**src/sv/skrt_pkg.sv**
```systemverilog
`timescale 1ns / 1ps
package skrt_pkg;

  localparam int DefCapacity = 64;
  localparam int WordW = 32;
  localparam int TotalW = 7;

  typedef enum logic [2:0] {
    OP_INSERT = 3'd0,
    OP_EDIT   = 3'd1,
    OP_REMOVE = 3'd2,
    OP_LOC    = 3'd3,
    OP_ID     = 3'd4
  } op_t;

  typedef enum logic [1:0] {
    ST_OK       = 2'd0,
    ST_DUP      = 2'd1,
    ST_NOTFOUND = 2'd2,
    ST_FULL     = 2'd3
  } status_t;

  typedef enum logic [2:0] {
    S_IDLE,
    S_SCAN,
    S_INS_SHIFT,
    S_REM_SHIFT,
    S_DONE
  } state_t;

  typedef struct packed {
    logic [WordW-1:0] id;
    logic [WordW-1:0] loc;
    logic [WordW-1:0] extra;
    logic [WordW-1:0] mult;
    logic [WordW-1:0] mode;
  } rec_t;

  // Controller to datapath.
  typedef struct packed {
    logic load;       // capture the input item
    logic scan_start; // reset the scan pointer to zero
    logic scan_step;  // look at the record read last cycle
    logic ins_start;  // start an upward shift from the top
    logic ins_step;   // one move of the upward shift
    logic rem_start;  // start a downward shift at the hit slot
    logic rem_step;   // one move of the downward shift
    logic done;       // finish: write back count and present the result
  } cmd_t;

  // Datapath to controller.
  typedef struct packed {
    logic [2:0] op;
    logic       scan_end;  // scan reached the end of the table
    logic       hit;       // a match has been found
    logic       full;
    logic       shift_end; // current shift has finished
    logic       out_busy;  // output register still holds an untaken item
  } stat_t;

endpackage

```
**src/sv/skrt_ctrl.sv**
```systemverilog
`timescale 1ns / 1ps
module skrt_ctrl (
  input  logic            clk,
  input  logic            rst,
  input  logic            in_valid,
  output logic            in_stall,
  input  logic            out_stall,
  input  skrt_pkg::stat_t stat,
  output skrt_pkg::cmd_t  cmd
);
  import skrt_pkg::*;

  state_t state, state_next;

  always_ff @(posedge clk) begin
    if (rst) begin
      state <= S_IDLE;
    end else begin
      state <= state_next;
    end
  end

  always_comb begin
    state_next = state;
    cmd = '0;
    in_stall = 1'b1;
    case (state)
      S_IDLE: begin
        in_stall = 1'b0;
        if (in_valid) begin
          // The scan pointer is cleared as the item is taken.
          cmd.load = 1'b1;
          cmd.scan_start = 1'b1;
          state_next = S_SCAN;
        end
      end
      S_SCAN: begin
        // Stop early once found, except insert which also needs its slot.
        if (stat.scan_end || (stat.hit && stat.op != OP_INSERT)) begin
          if (stat.op == OP_INSERT && !stat.hit && !stat.full) begin
            cmd.ins_start = 1'b1;
            state_next = S_INS_SHIFT;
          end else if (stat.op == OP_REMOVE && stat.hit) begin
            cmd.rem_start = 1'b1;
            state_next = S_REM_SHIFT;
          end else begin
            state_next = S_DONE;
          end
        end else begin
          cmd.scan_step = 1'b1;
        end
      end
      S_INS_SHIFT: begin
        if (stat.shift_end) begin
          state_next = S_DONE;
        end else begin
          cmd.ins_step = 1'b1;
        end
      end
      S_REM_SHIFT: begin
        if (stat.shift_end) begin
          state_next = S_DONE;
        end else begin
          cmd.rem_step = 1'b1;
        end
      end
      S_DONE: begin
        if (!stat.out_busy || !out_stall) begin
          cmd.done = 1'b1;
          state_next = S_IDLE;
        end
      end
      default: state_next = S_IDLE;
    endcase
  end
endmodule

```
**config.mk**
```make
export PLATFORM = sky130hd
export DESIGN_NAME = skrt_ctrl
export DESIGN_NICKNAME = d
export VERILOG_FILES = /design/src/sv/skrt_pkg.sv /design/src/sv/skrt_ctrl.sv
export SDC_FILE = /design/constraint.sdc
export NUM_CORES = 1
export LEC_CHECK = 0
export BUFFER_PORTS_ARGS = -buffer_cell sky130_fd_sc_hd__buf_4
export CAP_MARGIN = 40
export CORE_AREA = 2 2 39 41
export CTS_BUF_LIST = sky130_fd_sc_hd__clkbuf_2 sky130_fd_sc_hd__clkbuf_4 sky130_fd_sc_hd__clkbuf_8
export CTS_CLUSTER_DIAMETER = 120
export DETAILED_ROUTE_END_ITERATION = 7
export DIE_AREA = 0 0 41 43
export GPL_TIMING_DRIVEN = 0
export SETUP_SLACK_MARGIN = 0.5
export SKIP_CTS_REPAIR_TIMING = 1
export SLEW_MARGIN = 20
export SYNTH_ARGS = -nofsm -noshare
export SYNTH_HDL_FRONTEND = slang
export SYNTH_SLANG_ARGS = --single-unit
```
**constraint.sdc**
```tcl
create_clock -name clk -period 1.4 [get_ports clk]
set_input_delay 0.28 -clock clk [delete_from_list [all_inputs] [get_ports clk]]
set_output_delay 0.28 -clock clk [all_outputs]
set_load 0.05 [all_outputs]
```
* Word level (Yosys, flattened, before mapping) *
Index checks and enable logic that the tools add are counted.

word-level totals
  word-level logic and storage cells = 48
  output and inout port bits = 9
  register bits after elaboration = 3

operators by class
  muxes and demuxes = 23
  equality and inequality tests = 9
  reductions and logical operators = 15

operator list
  cell                  number
  $mux W3               6
  $mux W1               13
  $pmux W3 S4           1
  $eq A3 B2 Y1 const B  3
  $logic_not A3 Y1      2
  $mux W2               3
  $ne A2 B2 Y1 const B  3
  $logic_and A1 B1 Y1   4
  $logic_not A1 Y1      4
  $reduce_and A4 Y1     1
  $eq A3 B1 Y1 const B  1
  $eq A3 B3 Y1 const B  1
  $reduce_bool A3 Y1    1
  $logic_or A1 B1 Y1    2
  $ne A2 B1 Y1 const B  1
  $reduce_or A2 Y1      1

* Longest topological paths before layout *
  depth after elaboration = 6
  mapped depth = 4

* Worst setup path before layout *
OpenSTA, ideal clock, no wires.

  path type = register to output
  start point = register state[1]
  end point = output port cmd[3] in the netlist's numbering
  slack = -0.323 ns
  required time = 1.120 ns
  cell stages (with the launch flop) = 3
  path buffers = 0
  arrival = 1.443 ns
  cell sequence = dfxtp_1 > or3b_4 > nor2_1

RTL lines
  item                      RTL line         RTL
  start: declaration        skrt_ctrl.sv:13  state_t state, state_next;
  start signal: assignment  skrt_ctrl.sv:19  state <= state_next;
  end: declaration          skrt_ctrl.sv:9   output skrt_pkg::cmd_t cmd

==> metrics.yaml <==
clock_network:
  cts_buffer_depth: 2
  htree_levels: 1
  cts_buffers: 3
  insertion_delay_ns: 0.23
  clock-sinks: 3
  cts_tree: "done"
  clkTransAtPathRegs_ns: 0.04
  root_buffer: "clkbuf_4"
timing:
  maxSlewHeadroom: 0.8685
  final.setup.tns_ns: -0.6923
  max_freq_mhz: 634.9
  setup_viol: 8
  slew_violations: 0
  rsz0062_at_grt: "yes"
  tightest_slew_ns: 0.1955
  hold_viol: 0
  layout_setup_ws_ns: -0.1750
  fin_crit_sh: 1.125
  fin_worst_skew_ns: 0.002894
  period_minus_slack_ns: 1.575
logic_synthesis:
  synth_compound_area_frac: 0.2477
  synth-xor-area-share: 0
  synth_seq_cells: 3
  seq_area_frac_synth: 0.2202
  yosys.cell_count.top_type: "nor2_1"
  synthFlopType: "dfxtp_1"
  synth_cells: 38
  syn_area_per_cell_um2: 7.178
  synth-async-reset-ratio: 0
  ys_top_cells_by_count: "nor2_1, nand2_1, dfxtp_1, inv_1"
  synth_top_family_by_area: "simple AND/OR/NAND/NOR gates"
  yosysTopAreaCellShare: 0.2202
  synth_fa_ha_area_frac: 0
  synth_cell_types: 21
  yosys.area.top_type: "dfxtp_1"
  synthMuxAreaShare: 0
  ys_warn_count: 0
  synth_area_um2: 272.8
  mappedNetlistNets: 50
  synthTopCellsByArea: "dfxtp_1, nor2_1, nand2_1, and4bb_1, nand4_1"
  synth-simple-area-share: 0.4633
  synth_edf_count: 0
drt:
  drtPass1Iterations: 2
  drtIter0Drc: 2
  vias_per_cell: 4.624
  drc_errors: 0
  postRouteAntennaNets: 0
  drt_wl_total_um: 991
  via_count: 393
  routedWlPerCell_um: 11.66
grt:
  grt_pass1_vias: 318
  track_usage: 0.1102
  antenna_found_initial: 0
  grt_pass1_wl_mm: 1.276
  grt_max_degree: 9
  grt-ovfl-total: 0
pwr:
  swShare: 0.4171
  power.switching_w: 0.0003785
  pwr-share-seq: 0.176
  p_per_area_nw_per_um2: 1355
  p_total_w: 0.0009073
  peakVddDrop_v: 0.001006
  p_comb_frac: 0.635
  p_leak_nw: 0.2861
  intPower_w: 0.0005288
  clkPwrFrac: 0.189
critical_path:
  cp_slowest_stage_delay_ns: 0.42
  arrival_ns: 1.29
  crit_path_end_kind: "output port"
  cp.required_ns: 1.12
  cp_max_fo: 6
  start_kind: "flip-flop"
  criticalPathCategory: "reg2out"
  r2r_setup_slack_ns: 0.03
  cp_cell_sequence: "or3b_4, nor2_4, buf_8"
  slowest_stage: "or3b_4"
floorplanning:
  io_pins: 21
  coreArea_um2: 1384
  die-area_um2: 1763
  num_rows: 14
  die_h_um: 43
  fp.dieW_um: 41
  start_util: 0.1971
run:
  drv_cap: 0
finish:
  fin_nets: 82
  top_register: "state"
  largest_reg_flops: 3
  fin_cells: 85
  reg.largest.list: "state x3"
  syn_to_final_growth_pct: 145.4
  antenna_cells: 0
  layout-drive-gt1-share: 0.7101
placement:
  dp_slack_ns: 0.002355
  dp_hpwl_um: 676.1
  placed_cells: 74
  gp_congestion: 0.6672
  port_buffers: 20
worst_hold_path:
  hold_path_class: "in2reg"
outcome:
  outcome: "complete, but fails checks"
  violations: "setup timing"
## routing by layer
layer,vias up,share of wire,global-route usage
li1,203,-,-
met3,0,0.049,0.05236
met4,0,0,0.06000
met1,178,0.43,0.1214
met5,-,0,0
met2,12,0.52,0.1656
## worst max-delay path: cells and delay by family (launching register included)
kind | cells | cell delay, ns
buffers and inverters | 1 | 0.15
and+or+nand+nor | 2 | 0.52
DFF | 1 | 0.39
## cell usage in the layout (no fill, tap or decap), types with 2 or more instances in the layout
master,instances
buf_8,6
nor2_1,2
nand4_1,2
nor2_4,3
dfxtp_4,3
buf_6,4
or3_1,2
nand2_1,4
clkbuf_4,4
buf_4,18
## layout make-up
type / instances / area [µm²]
repair buffers: 27 / 255.2
multi-input cells: 31 / 262.8
flip-flops and latches: 3 / 71.32
well taps: 16 / 20.02
inverters: 3 / 15.01
clock buffers: 4 / 30.03
plain buffers: 1 / 15.01
fillers: 139 / 714.4
## through the flow
step	util	instance area [µm²]	hold slack, ns
floorplan	-	339.1	0.3394
global placement	0.3680	509.2	0.4606
detailed placement	0.3680	509.2	0.4682
CTS	0.3897	539.3	0.2234
global route	0.4837	669.4	0.2188
finish	0.4837	669.4	0.2291
## power groups by stage
stage | registers, W | clock network [W] | logic [W]
3_5_place_dp | 0.000155 | 0 | 0.000423
4_1_cts | 0.000153 | 0.000180 | 0.000423
3_3_place_gp | 0.000155 | 0 | 0.000421
5_1_grt | 0.000164 | 0.000192 | 0.000617
6_report | 0.000159 | 0.000172 | 0.000576
2_1_floorplan | 0.000145 | 0 | 0.000316
## final timing paths
kind | endpoint | startpoint | cells past startpoint
setup / recovery | cmd[3] | state[1]$_SDFFE_PP0P_ | 3
hold / removal | state[1]$_SDFFE_PP0P_ | rst | 2
setup reg to reg | state[0]$_SDFFE_PP0P_ | state[0]$_SDFFE_PP0P_ | 5
hold reg to reg | state[2]$_SDFFE_PP0P_ | state[2]$_SDFFE_PP0P_ | 2
## cell families after synthesis
kind of cell	Yosys count
flops	3
buf+inv	4
compound gates	9
simple gates	22
(Power assumes the default switching activity.)
